$ cat src/rtl/csw_pkg.sv
// ----------------------------------------------------------------------------
// csw_pkg: shared types and constants of the counting semaphore
// Sizes, command and status codes, and the decoded command between the
// front and the back end.
// ----------------------------------------------------------------------------
package csw_pkg;

    localparam int WAIT_DEPTH = 16;
    localparam int COUNT_BITS = 16;
    localparam int ID_BITS    = 8;
    localparam int PTR_BITS   = (WAIT_DEPTH > 1) ? $clog2(WAIT_DEPTH) : 1;
    localparam int FILL_BITS  = $clog2(WAIT_DEPTH + 1);

    localparam int CMD_BITS    = 2;
    localparam int STATUS_BITS = 3;

    localparam int S_TDATA_BITS = ((ID_BITS + 7) / 8) * 8;
    localparam int M_PAYLOAD_BITS = ID_BITS + COUNT_BITS + FILL_BITS;
    localparam int M_TDATA_BITS = ((M_PAYLOAD_BITS + 7) / 8) * 8;
    localparam int M_PAD_BITS   = M_TDATA_BITS - M_PAYLOAD_BITS;

    typedef enum logic [CMD_BITS-1:0] {
        CMD_WAIT    = 2'd0,
        CMD_TRYWAIT = 2'd1,
        CMD_POST    = 2'd2,
        CMD_RSVD    = 2'd3
    } cmd_code_t;

    typedef enum logic [STATUS_BITS-1:0] {
        ST_GRANTED     = 3'd0,
        ST_PARKED      = 3'd1,
        ST_WOULDBLOCK  = 3'd2,
        ST_WOKE        = 3'd3,
        ST_INCREMENTED = 3'd4,
        ST_ERROR       = 3'd5
    } status_t;

    // Classified command: what the back end is allowed to do with it.
    typedef struct packed {
        logic               bad;       // unused code, report error only
        logic               post;      // release a unit or a waiter
        logic               may_park;  // blocking wait, queue when count is zero
        logic [ID_BITS-1:0] id;
    } csw_cmd_t;

endpackage

$ cat src/rtl/csw_front.sv
// ----------------------------------------------------------------------------
// csw_front: command intake
// Accept input beats, classify the command code and hold the result in a
// two-entry queue toward the back end.
// ----------------------------------------------------------------------------
module csw_front (
    input  logic                         aclk,
    input  logic                         aresetn,
    input  logic                         s_tvalid,
    output logic                         s_tready,
    input  logic [csw_pkg::CMD_BITS-1:0] s_cmd,
    input  logic [csw_pkg::ID_BITS-1:0]  s_id,
    output logic                         cmd_valid,
    input  logic                         cmd_ready,
    output csw_pkg::csw_cmd_t            cmd
);
    import csw_pkg::*;

    csw_cmd_t   entry_reg [2];
    logic       wr_ptr_reg, wr_ptr_next;
    logic       rd_ptr_reg, rd_ptr_next;
    logic [1:0] fill_reg, fill_next;
    csw_cmd_t   decoded;
    logic       push, pop;

    always_comb begin
        decoded = '0;
        decoded.id = s_id;
        unique case (cmd_code_t'(s_cmd))
            CMD_WAIT: begin
                decoded.may_park = 1'b1;
            end
            CMD_TRYWAIT: begin
                decoded.may_park = 1'b0;
            end
            CMD_POST: begin
                decoded.post = 1'b1;
            end
            default: begin
                decoded.bad = 1'b1;
            end
        endcase
    end

    assign s_tready  = (fill_reg != 2'd2);
    assign cmd_valid = (fill_reg != 2'd0);
    assign cmd       = entry_reg[rd_ptr_reg];
    assign push      = s_tvalid && s_tready;
    assign pop       = cmd_valid && cmd_ready;

    always_comb begin
        wr_ptr_next = push ? ~wr_ptr_reg : wr_ptr_reg;
        rd_ptr_next = pop ? ~rd_ptr_reg : rd_ptr_reg;
        fill_next   = fill_reg + {1'b0, push} - {1'b0, pop};
    end

    always_ff @(posedge aclk) begin
        if (!aresetn) begin
            wr_ptr_reg <= 1'b0;
            rd_ptr_reg <= 1'b0;
            fill_reg   <= 2'd0;
        end else begin
            wr_ptr_reg <= wr_ptr_next;
            rd_ptr_reg <= rd_ptr_next;
            fill_reg   <= fill_next;
        end
    end

    always_ff @(posedge aclk) begin
        if (push) begin
            entry_reg[wr_ptr_reg] <= decoded;
        end
    end

endmodule

$ cat src/rtl/csw_back.sv
// ----------------------------------------------------------------------------
// csw_back: semaphore execution
// Hold the count and the waiter ring, carry out one command per cycle while
// the output channel is not stalled, and register each result for that channel.
// ----------------------------------------------------------------------------
module csw_back (
    input  logic                            aclk,
    input  logic                            aresetn,
    input  logic                            cfg_we,
    input  logic [csw_pkg::COUNT_BITS-1:0]  cfg_count,
    input  logic                            cmd_valid,
    output logic                            cmd_ready,
    input  csw_pkg::csw_cmd_t               cmd,
    output logic                            m_tvalid,
    input  logic                            m_tready,
    output logic [csw_pkg::STATUS_BITS-1:0] m_status,
    output logic [csw_pkg::ID_BITS-1:0]     m_woken_id,
    output logic [csw_pkg::COUNT_BITS-1:0]  m_count_after,
    output logic [csw_pkg::FILL_BITS-1:0]   m_waiters_after
);
    import csw_pkg::*;

    logic [COUNT_BITS-1:0] count_reg, count_next;
    logic [PTR_BITS-1:0]   head_reg, head_next;
    logic [PTR_BITS-1:0]   tail_reg, tail_next;
    logic [FILL_BITS-1:0]  fill_reg, fill_next;
    logic [ID_BITS-1:0]    ring_reg [WAIT_DEPTH];

    logic                  valid_reg;
    status_t               status_reg, status_next;
    logic [ID_BITS-1:0]    woken_reg, woken_next;

    logic take, push;

    function automatic logic [PTR_BITS-1:0] next_slot(input logic [PTR_BITS-1:0] i);
        if (i == PTR_BITS'(WAIT_DEPTH - 1)) begin
            return '0;
        end
        return i + 1'b1;
    endfunction

    assign cmd_ready = !valid_reg || m_tready;
    assign take      = cmd_valid && cmd_ready;

    always_comb begin
        count_next  = count_reg;
        head_next   = head_reg;
        tail_next   = tail_reg;
        fill_next   = fill_reg;
        push        = 1'b0;
        status_next = ST_ERROR;
        woken_next  = '0;
        priority if (cmd.bad) begin
            status_next = ST_ERROR;
        end else if (cmd.post) begin
            if (fill_reg != '0) begin
                woken_next  = ring_reg[head_reg];
                head_next   = next_slot(head_reg);
                fill_next   = fill_reg - 1'b1;
                status_next = ST_WOKE;
            end else if (!(&count_reg)) begin
                count_next  = count_reg + 1'b1;
                status_next = ST_INCREMENTED;
            end
        end else if (count_reg != '0) begin
            count_next  = count_reg - 1'b1;
            status_next = ST_GRANTED;
        end else if (cmd.may_park) begin
            if (fill_reg != FILL_BITS'(WAIT_DEPTH)) begin
                push        = 1'b1;
                tail_next   = next_slot(tail_reg);
                fill_next   = fill_reg + 1'b1;
                status_next = ST_PARKED;
            end
        end else begin
            status_next = ST_WOULDBLOCK;
        end
    end

    always_ff @(posedge aclk) begin
        if (!aresetn) begin
            count_reg <= '0;
            head_reg  <= '0;
            tail_reg  <= '0;
            fill_reg  <= '0;
            valid_reg <= 1'b0;
        end else begin
            if (cfg_we) begin
                count_reg <= cfg_count;
                head_reg  <= '0;
                tail_reg  <= '0;
                fill_reg  <= '0;
            end else if (take) begin
                count_reg <= count_next;
                head_reg  <= head_next;
                tail_reg  <= tail_next;
                fill_reg  <= fill_next;
            end
            if (take) begin
                valid_reg <= 1'b1;
            end else if (m_tready) begin
                valid_reg <= 1'b0;
            end
        end
    end

    // Result payload: capture alongside the state update.
    always_ff @(posedge aclk) begin
        if (take) begin
            status_reg <= status_next;
            woken_reg  <= woken_next;
        end
    end

    always_ff @(posedge aclk) begin
        if (take && push) begin
            ring_reg[tail_reg] <= cmd.id;
        end
    end

    assign m_tvalid        = valid_reg;
    assign m_status        = status_reg;
    assign m_woken_id      = woken_reg;
    assign m_count_after   = count_reg;
    assign m_waiters_after = fill_reg;

endmodule

$ cat src/rtl/counting_semaphore_wait_queue.sv
// ----------------------------------------------------------------------------
// counting_semaphore_wait_queue: counting semaphore with a FIFO of waiters
// A command beat waits in the front-end queue; the back end then carries it
// out and registers its result beat. Throughput: one command per cycle,
// retired by the back end, while the result channel is not stalled.
// Reset (aresetn low, synchronous): count 0, waiter ring empty, no beats held.
// Writing the configuration channel loads the count and empties the ring.
// ----------------------------------------------------------------------------
module counting_semaphore_wait_queue (
    input  logic                              aclk,
    input  logic                              aresetn,
    // configuration: initial_count
    input  logic                              cfg_valid,
    output logic                              cfg_ready,
    input  logic [csw_pkg::COUNT_BITS-1:0]    cfg_data,
    // command channel
    input  logic                              s_tvalid,
    output logic                              s_tready,
    input  logic [csw_pkg::S_TDATA_BITS-1:0]  s_tdata,   // [7:0] thread_id
    input  logic [csw_pkg::CMD_BITS-1:0]      s_tuser,   // [1:0] cmd
    // result channel
    output logic                              m_tvalid,
    input  logic                              m_tready,
    output logic [csw_pkg::M_TDATA_BITS-1:0]  m_tdata,   // [7:0] woken_id,
                                                         // [23:8] count_after,
                                                         // [28:24] waiters_after
    output logic [csw_pkg::STATUS_BITS-1:0]   m_tuser    // [2:0] status
);
    import csw_pkg::*;

    logic                  cmd_valid;
    logic                  cmd_ready;
    csw_cmd_t              cmd;
    logic [ID_BITS-1:0]    woken_id;
    logic [COUNT_BITS-1:0] count_after;
    logic [FILL_BITS-1:0]  waiters_after;

    // User must issue config writes only while the block is idle; not enforced.
    assign cfg_ready = 1'b1;

    // Front end: classify each command beat and queue it.
    csw_front u_front (
        .aclk      (aclk),
        .aresetn   (aresetn),
        .s_tvalid  (s_tvalid),
        .s_tready  (s_tready),
        .s_cmd     (s_tuser),
        .s_id      (s_tdata[ID_BITS-1:0]),
        .cmd_valid (cmd_valid),
        .cmd_ready (cmd_ready),
        .cmd       (cmd)
    );

    // Back end: count, waiter ring and the registered result beat.
    csw_back u_back (
        .aclk            (aclk),
        .aresetn         (aresetn),
        .cfg_we          (cfg_valid && cfg_ready),
        .cfg_count       (cfg_data),
        .cmd_valid       (cmd_valid),
        .cmd_ready       (cmd_ready),
        .cmd             (cmd),
        .m_tvalid        (m_tvalid),
        .m_tready        (m_tready),
        .m_status        (m_tuser),
        .m_woken_id      (woken_id),
        .m_count_after   (count_after),
        .m_waiters_after (waiters_after)
    );

    // Pack result fields, lowest first; pad the top with zeros.
    assign m_tdata = {{M_PAD_BITS{1'b0}}, waiters_after, count_after, woken_id};

`ifndef NO_ASSERTIONS
    // A stalled command toward the back end must hold until taken.
    assert property (@(posedge aclk) disable iff (!aresetn)
        cmd_valid && !cmd_ready |=> cmd_valid && $stable(cmd))
        else $error("queued command changed while stalled");

    // Threads only wait while the count is zero.
    assert property (@(posedge aclk) disable iff (!aresetn)
        m_tvalid && (count_after != '0) |-> (waiters_after == '0))
        else $error("waiters present with a positive count");

    // A parked thread leaves the count at zero and the ring non-empty.
    assert property (@(posedge aclk) disable iff (!aresetn)
        m_tvalid && (m_tuser == ST_PARKED) |-> (count_after == '0) && (waiters_after != '0))
        else $error("parked result with inconsistent state");

    // A post only increments when nobody waits.
    assert property (@(posedge aclk) disable iff (!aresetn)
        m_tvalid && (m_tuser == ST_INCREMENTED) |-> (waiters_after == '0))
        else $error("count incremented while threads wait");
`endif

endmodule
$ cat config.mk
export PLATFORM = sky130hd
export DESIGN_NAME = counting_semaphore_wait_queue
export DESIGN_NICKNAME = d
export VERILOG_FILES = /design/src/rtl/csw_pkg.sv /design/src/rtl/csw_front.sv /design/src/rtl/csw_back.sv /design/src/rtl/counting_semaphore_wait_queue.sv
export SDC_FILE = /design/constraint.sdc
export NUM_CORES = 1
export LEC_CHECK = 0
export ABC_AREA = 1
export ABC_CLOCK_PERIOD_IN_PS = 2400
export BUFFER_PORTS_ARGS = -buffer_cell sky130_fd_sc_hd__buf_2
export CELL_PAD_IN_SITES_DETAIL_PLACEMENT = 1
export CELL_PAD_IN_SITES_GLOBAL_PLACEMENT = 1
export CORE_AREA = 2 2 164 166
export DETAILED_ROUTE_END_ITERATION = 8
export DIE_AREA = 0 0 166 168
export PLACE_DENSITY_LB_ADDON = 0.1
export SLEW_MARGIN = 25
export SYNTH_ARGS = -nofsm -noshare
export SYNTH_HDL_FRONTEND = slang
export SYNTH_HIERARCHICAL = 1
export SYNTH_SLANG_ARGS = --single-unit
$ cat constraint.sdc
create_clock -name aclk -period 2.4 [get_ports aclk]
set_input_delay 0.6 -clock aclk [delete_from_list [all_inputs] [get_ports aclk]]
set_output_delay 0.6 -clock aclk [all_outputs]
set_load 0.03 [all_outputs]
==> impl_metrics.xml, run 1 <==
<?xml version="1.0" encoding="UTF-8"?>
<metrics>
  <group name="cells_and_area">
    <metric name="insertedDiodeCount" unit="">0</metric>
    <metric name="fin_area" unit="sq um">10850</metric>
    <metric name="filler_cell_count" unit="">2973</metric>
    <metric name="largest_register_ff_count" unit="">128</metric>
    <metric name="layout-drive-gt1-share" unit="%">17.94</metric>
    <metric name="layout_nets" unit="">1081</metric>
    <metric name="area_growth_syn_to_layout" unit="%">16.79</metric>
  </group>
  <group name="placed_design">
    <metric name="placement.cell_area" unit="sq um">10240</metric>
    <metric name="gp_congestion" unit="">0.7743</metric>
    <metric name="detailedPlace.worstSlack" unit="ns">0.05813</metric>
    <metric name="dp.final_hpwl" unit="mm">18.24</metric>
    <metric name="io_buffers" unit="">64</metric>
  </group>
  <group name="timing">
    <metric name="layout_worst_path_cycle_share" unit="%">92.61</metric>
    <metric name="relSlewSlack" unit="%">57.50</metric>
    <metric name="maxSlewViolCount" unit="">0</metric>
    <metric name="max_freq" unit="GHz">0.4499</metric>
    <metric name="unrepaired_setup_endpoints_after_global_routing" unit="">no</metric>
    <metric name="final-setup-viol-count" unit="">0</metric>
    <metric name="fin_setup_tns" unit="ns">0</metric>
    <metric name="finalHoldViolations" unit="">0</metric>
    <metric name="layout_min_cycle_time" unit="ns">2.223</metric>
    <metric name="final_worst_path_setup_slack" unit="ns">0.1774</metric>
    <metric name="worst_clock_skew" unit="ns">0.01320</metric>
    <metric name="final_layout_worst_hold_slack" unit="ns">0.3554</metric>
    <metric name="worstMarginPinSlew" unit="ns">0.6368</metric>
  </group>
  <group name="synth">
    <metric name="synth_cell_types" unit="">48</metric>
    <metric name="fraction_of_registers_with_async_set_reset" unit="%">0</metric>
    <metric name="yosys_most_used_dff" unit="">sky130_fd_sc_hd__edfxtp_1</metric>
    <metric name="synthesis.yosys.warnings" unit="">6</metric>
    <metric name="synth.avg_cell_area" unit="sq um">10.01</metric>
    <metric name="synth_enable_flop_cells" unit="">161</metric>
    <metric name="netlist_top_cells_count" unit="">sky130_fd_sc_hd__nand2_1 (180), sky130_fd_sc_hd__edfxtp_1 (161), sky130_fd_sc_hd__nor2_1 (142), sky130_fd_sc_hd__inv_1 (78), sky130_fd_sc_hd__o21ai_0 (77)</metric>
    <metric name="ys_ff_latch" unit="">196</metric>
    <metric name="post-synth-top-area-cell" unit="">sky130_fd_sc_hd__edfxtp_1</metric>
    <metric name="synth_top_cells_by_area" unit="">sky130_fd_sc_hd__edfxtp_1 (52%), sky130_fd_sc_hd__dfxtp_1 (7.5%), sky130_fd_sc_hd__nand2_1 (7.3%)</metric>
    <metric name="synth-seq-area-share" unit="%">59.56</metric>
    <metric name="yosys.cell_count.top_type" unit="">sky130_fd_sc_hd__nand2_1</metric>
    <metric name="mappedNetlistArea" unit="sq um">9294</metric>
    <metric name="syn_inst" unit="">928</metric>
    <metric name="yosys.area.top_type_share" unit="%">52.02</metric>
  </group>
  <group name="power">
    <metric name="total_leakage_power" unit="nW">4.291</metric>
    <metric name="irDropWorstVdd" unit="V">0.0004504</metric>
    <metric name="power_per_cell_area" unit="nW/um^2">1005</metric>
    <metric name="total_power" unit="mW">10.91</metric>
  </group>
  <group name="status">
    <metric name="run_status" unit="">finished clean</metric>
  </group>
  <group name="clock_tree">
    <metric name="cts.repair_timing.setup_buffer_count" unit="">0</metric>
    <metric name="clkTransAtPathRegs" unit="ns">0.08</metric>
    <metric name="tritoncts.num_buffers" unit="">17</metric>
    <metric name="clk-insertion-delay-late" unit="ns">0.43</metric>
    <metric name="clockRootBuffer" unit="">sky130_fd_sc_hd__clkbuf_16</metric>
    <metric name="clock_sink_count" unit="">196</metric>
    <metric name="clock_tree_from_tritoncts" unit="">built</metric>
    <metric name="clock_tree.buffer_depth" unit="">2</metric>
    <metric name="count_of_h_tree_levels_built_during_cts" unit="">4</metric>
  </group>
  <group name="die">
    <metric name="pin_count" unit="">69</metric>
    <metric name="floorplan.die_area" unit="sq um">27890</metric>
    <metric name="initial_utilization" unit="%">35.27</metric>
    <metric name="core-area" unit="sq um">26350</metric>
    <metric name="row_count" unit="">60</metric>
    <metric name="floorplan.die.width" unit="microns">166</metric>
    <metric name="die_h" unit="microns">168</metric>
  </group>
  <group name="setup_path">
    <metric name="cp.required" unit="ns">2.47</metric>
    <metric name="r2r.worst_path.cells" unit="">8</metric>
    <metric name="arrival" unit="ns">2.30</metric>
    <metric name="critPathMaxFanout" unit="">8</metric>
    <metric name="endpoint_kind" unit="">register</metric>
    <metric name="critical_path.startpoint_type" unit="">register</metric>
    <metric name="critical_path_class" unit="">register to register</metric>
  </group>
  <group name="global_route">
    <metric name="top_usage_layer" unit="">met2</metric>
    <metric name="groute.layer.met1.usage" unit="%">24.68</metric>
    <metric name="antenna_violations_before_repair" unit="">0</metric>
    <metric name="track_usage" unit="%">19.01</metric>
    <metric name="grt_first_pass_wirelength" unit="mm">40.81</metric>
    <metric name="grt_remaining_overflow" unit="">0</metric>
    <metric name="gr-usage-met3" unit="%">2.468</metric>
    <metric name="vias_in_the_first_global_route" unit="">7264</metric>
    <metric name="met2_usage" unit="%">33.75</metric>
    <metric name="maximum_number_of_pins_on_one_net_before_global_route_repair" unit="">68</metric>
  </group>
  <group name="job">
    <metric name="max_cap_violations" unit="">0</metric>
  </group>
  <group name="drt">
    <metric name="drt-total-wl" unit="mm">25.59</metric>
    <metric name="antenna_viol_nets_final" unit="">0</metric>
    <metric name="dr_total_vias" unit="">6838</metric>
    <metric name="wl_per_cell" unit="microns">18.57</metric>
    <metric name="drcViolationCount" unit="">0</metric>
    <metric name="number_of_drc_markers_after_the_initial_detailed_route_iteration" unit="">364</metric>
    <metric name="number_of_search_and_repair_iterations_in_the_first_detailed_routing_pass" unit="">5</metric>
    <metric name="avgViaCountPerCell" unit="">4.962</metric>
  </group>
  <group name="worst_hold_path">
    <metric name="worst_hold_path.num_cells" unit="">1</metric>
    <metric name="hp-class" unit="">primary input to register</metric>
  </group>
</metrics>
## layer usage
layer | share of wire (%) | vias to the layer above
met5 | 0 | -
met4 | 1.1 | 0
met3 | 2.1 | 21
met2 | 50 | 94
met1 | 47 | 3370
li1 | - | 3353
## area by class of cell
cell class | count | area [sq um] | share of cell area, %
Clock buffer | 18 | 429.2 | 3.954
Clock inverter | 13 | 167.7 | 1.545
Inverter | 84 | 327.8 | 3.020
Multi-Input combinational cell | 616 | 3262 | 30.05
Tap cell | 341 | 426.7 | 3.931
Sequential cell | 196 | 5538 | 51.02
Timing Repair Buffer | 110 | 703.2 | 6.478
## worst max-delay path, cell delays in order (launching register included)
cell and delay (ns):
sky130_fd_sc_hd__dfxtp_1 0.36, sky130_fd_sc_hd__nor2_1 0.14, sky130_fd_sc_hd__nand2_1 0.14, sky130_fd_sc_hd__nor2_4 0.20, sky130_fd_sc_hd__nand3_4 0.12, sky130_fd_sc_hd__nor2_4 0.11
sky130_fd_sc_hd__and3_2 0.23, sky130_fd_sc_hd__nand2_2 0.14, sky130_fd_sc_hd__nor3_4 0.41
## final timing paths
path,from,endpoint,slack (ns)
min,s_tdata[6],u_front/entry_reg[0][6]$_DFFE_PP_,0.36
max reg2reg,u_back/m_count_after[6]$_SDFFE_PN0P_,u_back/ring_reg[15][3]$_DFFE_PP_,0.18
min reg2reg,u_back/head_reg[3]$_SDFFE_PP0P_,u_back/head_reg[3]$_SDFFE_PP0P_,0.51
max,u_back/m_count_after[6]$_SDFFE_PN0P_,u_back/ring_reg[15][3]$_DFFE_PP_,0.18
## timing repair
| item | 4_1_cts | 5_1_grt |
|---|---|---|
| hold buffers | 0 | 0 |
| endpoints found under the setup margin | 0 | 18 |
| resized for setup | 0 | 6 |
## metrics by stage
stage	cells	util, %
after floorplan	930	-
after global placement	1347	38.86
after detailed placement	1347	38.86
after CTS	1378	41.12
after global routing	1378	41.19
final	1378	41.19
## logic make-up after synthesis
logic type,count (synthesis),share of synthesized area (%)
and+or+nand+nor,397,18.20
xor gates and xnor gates,13,1.225
DFF,196,59.56
adders and majority gates,25,3.527
buffers and inverters,118,5.654
muxes,11,1.737
AOI/OAI and AO/OA,166,10.02
other,2,0.08081
## power by group
group / internal, mW / total [mW] / leakage [nW] / switching, mW
Sequential: 4.18 / 4.34 / 1.75 / 0.156
Combinational: 1.19 / 3.65 / 2.25 / 2.46
Clock: 1.58 / 2.92 / 0.289 / 1.35
## layout by cell type (no fill, tap or decap), types with 4 or more instances in the layout
cell,synthesis,final
sky130_fd_sc_hd__buf_2,6,64
sky130_fd_sc_hd__o21ai_0,77,77
sky130_fd_sc_hd__ha_1,23,23
sky130_fd_sc_hd__xnor2_1,9,9
sky130_fd_sc_hd__nor2_4,4,4
sky130_fd_sc_hd__nand2_2,4,4
sky130_fd_sc_hd__nor2_1,142,139
sky130_fd_sc_hd__xor2_1,4,4
sky130_fd_sc_hd__nand2_1,180,180
sky130_fd_sc_hd__nor2_2,7,10
sky130_fd_sc_hd__dfxtp_1,35,33
sky130_fd_sc_hd__buf_4,8,43
sky130_fd_sc_hd__o211ai_1,4,4
sky130_fd_sc_hd__a31oi_1,8,8
sky130_fd_sc_hd__o221ai_1,12,12
sky130_fd_sc_hd__nand3_1,40,39
sky130_fd_sc_hd__edfxtp_1,161,161
sky130_fd_sc_hd__o21ai_1,5,5
sky130_fd_sc_hd__mux2_4,10,10
sky130_fd_sc_hd__clkbuf_16,0,17
sky130_fd_sc_hd__o22ai_1,16,16
sky130_fd_sc_hd__inv_8,0,4
sky130_fd_sc_hd__inv_1,78,78
sky130_fd_sc_hd__conb_1,2,4
sky130_fd_sc_hd__a21oi_1,39,39
sky130_fd_sc_hd__nand4_1,6,6
Power figures use the tool's default switching activity.
==> run 2: changes to the inputs <==
ABC_AREA = default   (was 1)
CORE_AREA = 2 2 160 162   (was 2 2 164 166)
DIE_AREA = 0 0 162 164   (was 0 0 166 168)
==> run 2 against run 1 <==
Against the previous run: sequential cell count unchanged; count of clock-buffer cells in the layout decreased by 1; first-iteration DRC count down 20%; the flow now finishes with violations (negative setup slack); sequential power down 2%; non-clock buffer count grew 80; final cell count shrank 18%; final area grew 7.3%; die area is 4.7% lower; largest power group is now combinational logic; highest routed layer unchanged; fmax fell by 14%.
==> impl_metrics.xml, run 2 <==
<?xml version="1.0" encoding="UTF-8"?>
<metrics>
  <group name="setup_path">
    <metric name="r2r.worst_path.cells" unit="">13</metric>
    <metric name="critical_path_class" unit="">register to register</metric>
    <metric name="timing.reg2reg.setup_slack" unit="ns">-0.20</metric>
    <metric name="worst-path-buf-inv" unit="">5</metric>
    <metric name="top_cell_family_by_delay_on_the_critical_path" unit="">buffers and inverters</metric>
    <metric name="critPathMaxFanout" unit="">7</metric>
    <metric name="cp.required" unit="ns">2.76</metric>
    <metric name="rr_endpoint" unit="">u_back/m_count_after[11]$_SDFFE_PN0P_</metric>
    <metric name="cp_max_stage_cell" unit="">sky130_fd_sc_hd__dfxtp_2</metric>
    <metric name="worstPathCellList" unit="">mux2_4 &gt; clkinvlp_4 &gt; buf_12 &gt; buf_8 &gt; ha_4 &gt; buf_4 &gt; nand3_2 &gt; nor2_4 &gt; o211ai_1 &gt; buf_4 &gt; and3b_1 &gt; a211o_1 &gt; o211ai_1</metric>
    <metric name="critical_path.max_stage_delay" unit="ns">0.33</metric>
    <metric name="endpoint_kind" unit="">register</metric>
    <metric name="critical_path.startpoint_type" unit="">register</metric>
    <metric name="arrival" unit="ns">2.96</metric>
  </group>
  <group name="worst_hold_path">
    <metric name="worst_hold_path.num_cells" unit="">1</metric>
    <metric name="worst_hold_path.endpoint" unit="">u_front/entry_reg[0][1]$_DFFE_PP_</metric>
    <metric name="hp-class" unit="">primary input to register</metric>
    <metric name="worst_hold_startpoint" unit="">s_tdata[1]</metric>
  </group>
  <group name="drt">
    <metric name="dr_total_vias" unit="">5852</metric>
    <metric name="antenna_viol_nets_final" unit="">0</metric>
    <metric name="avgViaCountPerCell" unit="">5.151</metric>
    <metric name="drt-total-wl" unit="mm">23.30</metric>
    <metric name="wl_per_cell" unit="microns">20.51</metric>
    <metric name="number_of_search_and_repair_iterations_in_the_first_detailed_routing_pass" unit="">4</metric>
    <metric name="drcViolationCount" unit="">0</metric>
    <metric name="number_of_drc_markers_after_the_initial_detailed_route_iteration" unit="">290</metric>
  </group>
  <group name="global_route">
    <metric name="vias_in_the_first_global_route" unit="">6234</metric>
    <metric name="maximum_number_of_pins_on_one_net_before_global_route_repair" unit="">36</metric>
    <metric name="grt_remaining_overflow" unit="">0</metric>
    <metric name="grt_first_pass_wirelength" unit="mm">36.16</metric>
    <metric name="track_usage" unit="%">18.04</metric>
    <metric name="antenna_violations_before_repair" unit="">0</metric>
  </group>
  <group name="clock_tree">
    <metric name="cts.hold.buffers_added" unit="">0</metric>
    <metric name="clock_tree.buffer_depth" unit="">2</metric>
    <metric name="tritoncts.num_buffers" unit="">17</metric>
    <metric name="clkTransAtPathRegs" unit="ns">0.08</metric>
    <metric name="clk-insertion-delay-late" unit="ns">0.44</metric>
    <metric name="clock_sink_count" unit="">196</metric>
    <metric name="clockRootBuffer" unit="">sky130_fd_sc_hd__clkbuf_16</metric>
    <metric name="clock_tree_from_tritoncts" unit="">built</metric>
    <metric name="count_of_h_tree_levels_built_during_cts" unit="">4</metric>
  </group>
  <group name="timing">
    <metric name="maxSlewViolCount" unit="">0</metric>
    <metric name="layout_min_cycle_time" unit="ns">2.597</metric>
    <metric name="relSlewSlack" unit="%">53.54</metric>
    <metric name="fin_setup_tns" unit="ns">-1.562</metric>
    <metric name="worstMarginPinSlew" unit="ns">0.6906</metric>
    <metric name="layout_worst_path_cycle_share" unit="%">108.2</metric>
    <metric name="finalHoldViolations" unit="">0</metric>
    <metric name="max_freq" unit="GHz">0.3851</metric>
    <metric name="final-setup-viol-count" unit="">14</metric>
    <metric name="unrepaired_setup_endpoints_after_global_routing" unit="">yes</metric>
    <metric name="worst_clock_skew" unit="ns">0.01651</metric>
    <metric name="final_worst_path_setup_slack" unit="ns">-0.1968</metric>
  </group>
  <group name="power">
    <metric name="design_internal_power" unit="mW">7.622</metric>
    <metric name="irDropWorstVdd" unit="V">0.0004567</metric>
    <metric name="total_leakage_power" unit="nW">4.128</metric>
    <metric name="switching_share" unit="%">33.73</metric>
    <metric name="share_seq_of_total_power" unit="%">37.0</metric>
    <metric name="clock_power_share" unit="%">25.9</metric>
    <metric name="switchingPower" unit="mW">3.879</metric>
    <metric name="p_comb_share" unit="%">37.1</metric>
    <metric name="total_power" unit="mW">11.50</metric>
    <metric name="power_per_cell_area" unit="nW/um^2">987.6</metric>
  </group>
  <group name="cells_and_area">
    <metric name="layout_nets" unit="">849</metric>
    <metric name="layout_commonest_cell" unit="">sky130_fd_sc_hd__edfxtp_1</metric>
    <metric name="area_growth_syn_to_layout" unit="%">32.00</metric>
    <metric name="filler_cell_count" unit="">2522</metric>
    <metric name="layout-drive-gt1-share" unit="%">41.56</metric>
    <metric name="mostFrequentLayoutCells" unit="">sky130_fd_sc_hd__edfxtp_1 (161), sky130_fd_sc_hd__buf_4 (100), sky130_fd_sc_hd__buf_2 (64)</metric>
    <metric name="largest_register_ff_count" unit="">128</metric>
    <metric name="fin_util" unit="%">46.92</metric>
    <metric name="insertedDiodeCount" unit="">0</metric>
  </group>
  <group name="job">
    <metric name="max_cap_violations" unit="">0</metric>
  </group>
  <group name="synth">
    <metric name="ys_ff_latch" unit="">196</metric>
    <metric name="syn_inst" unit="">613</metric>
    <metric name="synth_top_cells_by_area" unit="">sky130_fd_sc_hd__edfxtp_1 (55%), sky130_fd_sc_hd__mux4_2 (10%), sky130_fd_sc_hd__dfxtp_1 (7.9%)</metric>
    <metric name="netlist_top_cells_count" unit="">sky130_fd_sc_hd__edfxtp_1 (161), sky130_fd_sc_hd__mux4_2 (40), sky130_fd_sc_hd__nor2_1 (37), sky130_fd_sc_hd__dfxtp_1 (35), sky130_fd_sc_hd__nand2_1 (33)</metric>
    <metric name="yosys_most_used_dff" unit="">sky130_fd_sc_hd__edfxtp_1</metric>
    <metric name="fraction_of_registers_with_async_set_reset" unit="%">0</metric>
    <metric name="yosys.cell_count.top_type" unit="">sky130_fd_sc_hd__edfxtp_1</metric>
    <metric name="post-synth-top-area-cell" unit="">sky130_fd_sc_hd__edfxtp_1</metric>
    <metric name="synth.avg_cell_area" unit="sq um">14.39</metric>
    <metric name="synth-seq-area-share" unit="%">62.74</metric>
    <metric name="mappedNetlistArea" unit="sq um">8822</metric>
    <metric name="synthesis.yosys.warnings" unit="">6</metric>
    <metric name="yosys.area.top_type_share" unit="%">54.80</metric>
    <metric name="synth_cell_types" unit="">66</metric>
    <metric name="synth_enable_flop_cells" unit="">161</metric>
  </group>
  <group name="die">
    <metric name="row_count" unit="">58</metric>
    <metric name="die_h" unit="microns">164</metric>
    <metric name="core-area" unit="sq um">24820</metric>
    <metric name="floorplan.die.width" unit="microns">162</metric>
    <metric name="pin_count" unit="">69</metric>
    <metric name="initial_utilization" unit="%">35.55</metric>
    <metric name="floorplan.die_area" unit="sq um">26570</metric>
  </group>
  <group name="placed_design">
    <metric name="detailedPlace.worstSlack" unit="ns">-0.2279</metric>
    <metric name="io_buffers" unit="">64</metric>
    <metric name="gp_congestion" unit="">0.8002</metric>
    <metric name="dp.final_hpwl" unit="mm">16.46</metric>
  </group>
  <group name="status">
    <metric name="violations" unit="">negative setup slack</metric>
    <metric name="run_status" unit="">complete, but fails checks</metric>
  </group>
</metrics>
## run 2: cell types whose count changed in the layout (fill, tap and decap cells not counted), sizes merged, moves of 9 or more
cell / previous run / this run
inv: 87 / 28
mux4: 0 / 40
buf: 110 / 190
o22ai: 16 / 1
nor2: 153 / 37
nand3: 42 / 16
a21oi: 40 / 31
o221ai: 12 / 1
o21ai: 83 / 23
nand2: 185 / 33
nor2b: 0 / 14
## run 2: cells by family after synthesis
kind of cell	Yosys count	synth area share (%)
flip-flops	196	62.74
AND/OR/NAND/NOR	157	9.318
AO/OA/AOI/OAI	109	8.099
buffers and inverters	55	2.581
multiplexers	54	11.97
adder cells (fa/ha/maj)	25	3.716
XOR/XNOR	15	1.489
other	2	0.08513
## run 2: power groups by stage
| stage | Combinational (mW) | Clock [mW] | Sequential (mW) |
|---|---|---|---|
| after detailed placement | 3.62 | 0 | 4.34 |
| final | 4.27 | 2.97 | 4.26 |
| after global placement | 3.53 | 0 | 4.33 |
| after CTS | 3.87 | 3.07 | 4.26 |
| after floorplan | 1.77 | 0 | 4.63 |
| after global routing | 4.63 | 3.18 | 4.28 |
## run 2: per-stage QoR
stage	hold slack, ns	instances	area, sq um
6_report	0.3446	1136	11640
5_1_grt	0.3269	1136	11640
4_1_cts	0.3194	1123	11290
3_5_place_dp	0.5166	1085	10460
3_3_place_gp	0.4964	1085	10460
2_1_floorplan	0.4723	615	9001
## run 2: how the worst max path moves through the flow
stage | startpoint | cells after the start | end
floorplan | register | 11 | u_back/m_count_after[14]$_SDFFE_PN0P_
global placement | u_front/entry_reg[0][9]$_DFFE_PP_ | 10 | u_back/m_count_after[15]$_SDFFE_PN0P_
detailed placement | register | 10 | u_back/m_count_after[11]$_SDFFE_PN0P_
CTS | register | 10 | u_back/m_count_after[14]$_SDFFE_PN0P_
global route | register | 13 | u_back/m_count_after[11]$_SDFFE_PN0P_
finish | register | 13 | u_back/m_count_after[11]$_SDFFE_PN0P_
## run 2: layout make-up
type / instances / area [sq um] / area share (%)
Sequential cell: 196 / 5538 / 47.56
Clock buffer: 17 / 425.4 / 3.653
Timing Repair Buffer: 190 / 1429 / 12.27
Tap cell: 330 / 412.9 / 3.546
Multi-Input combinational cell: 364 / 3555 / 30.53
Clock inverter: 15 / 191.4 / 1.644
Inverter: 24 / 93.84 / 0.8058
## run 2: repair_timing
action,in CTS,in global routing
setup endpoints to repair,140,145
pin swaps,15,25
setup buffers,6,14
resized for setup,41,56
## run 2: layer usage
metal / wire [microns] / vias up / global-route usage, %
met5: 0 / - / 0
met4: 382 / 0 / 5.833
met3: 658 / 28 / 2.904
met2: 11350 / 87 / 28.70
met1: 10910 / 2993 / 25.44
li1: - / 2744 / -
==> run 3: changes to the inputs <==
CORE_AREA = 2 2 144 146   (was 2 2 160 162)
DIE_AREA = 0 0 146 148   (was 0 0 162 164)
==> run 3 against run 2 <==
Against the previous run: the run still ends with negative setup slack left; clock skew grew 0.0021 ns; setup slack gained 0.096 ns; power shrank 2.6%; first-iteration DRC count grew 26%; critical path type unchanged; critical endpoint is now u_back/m_count_after[13]$_SDFFE_PN0P_; largest power group is now registers.
==> impl_metrics.xml, run 3 (synthesized netlist as in run 2, its figures left out) <==
<?xml version="1.0" encoding="UTF-8"?>
<metrics>
  <group name="status">
    <metric name="run_status" unit="">complete, but fails checks</metric>
    <metric name="violations" unit="">negative setup slack</metric>
  </group>
  <group name="placed_design">
    <metric name="gp_congestion" unit="">0.8355</metric>
    <metric name="dp.final_hpwl" unit="mm">15.99</metric>
    <metric name="numPlacedInstances" unit="">1012</metric>
    <metric name="detailedPlace.worstSlack" unit="ns">-0.1882</metric>
    <metric name="io_buffers" unit="">64</metric>
  </group>
  <group name="timing">
    <metric name="layout_min_cycle_time" unit="ns">2.501</metric>
    <metric name="maxSlewViolCount" unit="">0</metric>
    <metric name="fin_setup_tns" unit="ns">-0.4915</metric>
    <metric name="final-setup-viol-count" unit="">8</metric>
    <metric name="final_layout_worst_hold_slack" unit="ns">0.3554</metric>
    <metric name="worstMarginPinSlew" unit="ns">0.6489</metric>
    <metric name="max_freq" unit="GHz">0.3999</metric>
    <metric name="relSlewSlack" unit="%">56.68</metric>
    <metric name="layout_worst_path_cycle_share" unit="%">104.2</metric>
    <metric name="worst_clock_skew" unit="ns">0.01863</metric>
    <metric name="final_worst_path_setup_slack" unit="ns">-0.1007</metric>
    <metric name="unrepaired_setup_endpoints_after_global_routing" unit="">yes</metric>
    <metric name="finalHoldViolations" unit="">0</metric>
  </group>
  <group name="power">
    <metric name="power_per_cell_area" unit="nW/um^2">984.2</metric>
    <metric name="switching_share" unit="%">34.63</metric>
    <metric name="design_internal_power" unit="mW">7.325</metric>
    <metric name="clock_power_share" unit="%">24.4</metric>
    <metric name="total_leakage_power" unit="nW">3.981</metric>
    <metric name="irDropWorstVdd" unit="V">0.0005602</metric>
    <metric name="total_power" unit="mW">11.21</metric>
    <metric name="p_comb_share" unit="%">37.4</metric>
    <metric name="share_seq_of_total_power" unit="%">38.2</metric>
    <metric name="switchingPower" unit="mW">3.880</metric>
  </group>
  <group name="die">
    <metric name="row_count" unit="">52</metric>
    <metric name="floorplan.die.width" unit="microns">146</metric>
    <metric name="initial_utilization" unit="%">44.02</metric>
    <metric name="floorplan.die_area" unit="sq um">21610</metric>
    <metric name="core-area" unit="sq um">20040</metric>
    <metric name="pin_count" unit="">69</metric>
    <metric name="die_h" unit="microns">148</metric>
  </group>
  <group name="cells_and_area">
    <metric name="layout_nets" unit="">828</metric>
    <metric name="filler_cell_count" unit="">1993</metric>
    <metric name="layout_commonest_cell" unit="">sky130_fd_sc_hd__edfxtp_1</metric>
    <metric name="largest_register_ff_count" unit="">128</metric>
    <metric name="insertedDiodeCount" unit="">0</metric>
    <metric name="area_growth_syn_to_layout" unit="%">29.06</metric>
    <metric name="mostFrequentLayoutCells" unit="">sky130_fd_sc_hd__edfxtp_1 (161), sky130_fd_sc_hd__buf_4 (81), sky130_fd_sc_hd__buf_2 (64)</metric>
    <metric name="finalNonFillerCells" unit="">1055</metric>
    <metric name="layout-drive-gt1-share" unit="%">41.66</metric>
  </group>
  <group name="setup_path">
    <metric name="critPathMaxFanout" unit="">7</metric>
    <metric name="critical_path_class" unit="">register to register</metric>
    <metric name="endpoint_kind" unit="">register</metric>
    <metric name="cp_max_stage_cell" unit="">sky130_fd_sc_hd__dfxtp_2</metric>
    <metric name="worstPathCellList" unit="">mux2_4 &gt; clkinvlp_4 &gt; buf_12 &gt; buf_12 &gt; ha_4 &gt; nand2_1 &gt; a211oi_2 &gt; o32ai_4 &gt; a21oi_2 &gt; xnor2_1 &gt; o221ai_1</metric>
    <metric name="arrival" unit="ns">2.80</metric>
    <metric name="critical_path.max_stage_delay" unit="ns">0.33</metric>
    <metric name="top_cell_family_by_delay_on_the_critical_path" unit="">compound AO/OA/AOI/OAI gates</metric>
    <metric name="cp.required" unit="ns">2.70</metric>
    <metric name="cpMostUsedCell" unit="">sky130_fd_sc_hd__buf_12</metric>
    <metric name="worst-path-buf-inv" unit="">3</metric>
    <metric name="critical_path.startpoint_type" unit="">register</metric>
  </group>
  <group name="job">
    <metric name="max_cap_violations" unit="">0</metric>
  </group>
  <group name="clock_tree">
    <metric name="clk-insertion-delay-late" unit="ns">0.44</metric>
    <metric name="clock_tree_from_tritoncts" unit="">built</metric>
    <metric name="cts.hold.buffers_added" unit="">0</metric>
    <metric name="clockRootBuffer" unit="">sky130_fd_sc_hd__clkbuf_16</metric>
    <metric name="clock_sink_count" unit="">196</metric>
    <metric name="count_of_h_tree_levels_built_during_cts" unit="">4</metric>
    <metric name="clkTransAtPathRegs" unit="ns">0.07</metric>
    <metric name="clock_tree.buffer_depth" unit="">2</metric>
    <metric name="tritoncts.num_buffers" unit="">17</metric>
  </group>
  <group name="drt">
    <metric name="number_of_search_and_repair_iterations_in_the_first_detailed_routing_pass" unit="">4</metric>
    <metric name="antenna_viol_nets_final" unit="">0</metric>
    <metric name="dr_total_vias" unit="">5892</metric>
    <metric name="number_of_drc_markers_after_the_initial_detailed_route_iteration" unit="">365</metric>
    <metric name="wl_per_cell" unit="microns">21.95</metric>
    <metric name="avgViaCountPerCell" unit="">5.585</metric>
    <metric name="drt-total-wl" unit="mm">23.16</metric>
    <metric name="drcViolationCount" unit="">0</metric>
  </group>
  <group name="global_route">
    <metric name="grt_first_pass_wirelength" unit="mm">36.01</metric>
    <metric name="maximum_number_of_pins_on_one_net_before_global_route_repair" unit="">36</metric>
    <metric name="vias_in_the_first_global_route" unit="">6371</metric>
    <metric name="antenna_violations_before_repair" unit="">0</metric>
    <metric name="grt_remaining_overflow" unit="">0</metric>
    <metric name="track_usage" unit="%">21.88</metric>
  </group>
  <group name="worst_hold_path">
    <metric name="hp-class" unit="">primary input to register</metric>
  </group>
</metrics>
-- run 3: cell types whose count changed in the layout (fill, tap and decap cells not counted), moves of 3 or more --
cell | before | now
sky130_fd_sc_hd__ha_1 | 15 | 11
sky130_fd_sc_hd__nor2_2 | 1 | 10
sky130_fd_sc_hd__a21oi_2 | 6 | 10
sky130_fd_sc_hd__clkinv_2 | 1 | 4
sky130_fd_sc_hd__buf_4 | 100 | 81
sky130_fd_sc_hd__ha_4 | 8 | 12
sky130_fd_sc_hd__inv_8 | 2 | 6
sky130_fd_sc_hd__nand2_4 | 3 | 0
sky130_fd_sc_hd__nor2_1 | 33 | 26
-- run 3: routing by layer --
layer  routed length [microns]  global-route usage [%]  vias to the layer above
met2                     11700                   36.58                      127
met1                     10200                   29.87                     3045
met5                         0                       0                        -
met3                      1061                   3.364                       18
li1                          -                       -                     2702
met4                       206                   6.650                        0
-- run 3: area by class of cell --
type / instances / area, sq um / share of cell area (%)
sequential: 196 / 5538 / 48.64
inverter: 24 / 93.84 / 0.8242
clock buffer: 17 / 425.4 / 3.736
multi-input combinational: 364 / 3593 / 31.56
tap: 270 / 337.8 / 2.967
timing repair buffer: 169 / 1260 / 11.07
clock inverter: 15 / 137.6 / 1.209
-- run 3: timing repair --
item	4_1_cts	5_1_grt
setup endpoints to repair	137	146
resized for setup	42	52
pin swaps	23	26
setup buffers	5	6
-- run 3: power groups by stage --
stage	combinational [mW]	sequential, mW	clock (mW)
after floorplan	1.77	4.63	0
after global placement	3.33	4.35	0
after detailed placement	3.48	4.36	0
after CTS	3.75	4.29	2.82
after global routing	4.51	4.31	2.93
final	4.19	4.28	2.74
-- run 3: path summary, 6_finish.rpt --
check                                               from                                     end  slack [ns]  cells after the start
setup / recovery                                register   u_back/m_count_after[13]$_SDFFE_PN0P_       -0.10                     11
hold / removal                                s_tdata[5]       u_front/entry_reg[1][5]$_DFFE_PP_        0.36                      1
setup reg to reg                                register   u_back/m_count_after[13]$_SDFFE_PN0P_       -0.10                     11
hold reg to reg   u_back/m_waiters_after[3]$_SDFFE_PP0P_  u_back/m_waiters_after[3]$_SDFFE_PP0P_        0.54                      2
-- run 3: worst register-to-register path, delay by kind of cell, from the launching register on --
kind            cells  cell delay (ns)
mux                 1             0.24
xor+xnor            1             0.16
compound gates      4             0.76
flops               1             0.33
fa+ha+maj           1             0.32
simple gates        1             0.17
buf+inv             3             0.41
-- run 3: metrics by stage --
| stage | util [%] | area [sq um] |
|---|---|---|
| after global routing | 56.82 | 11390 |
| after global placement | 51.35 | 10290 |
| after CTS | 55.32 | 11090 |
| final | 56.82 | 11390 |
| after floorplan | - | 9001 |
| after detailed placement | 51.35 | 10290 |
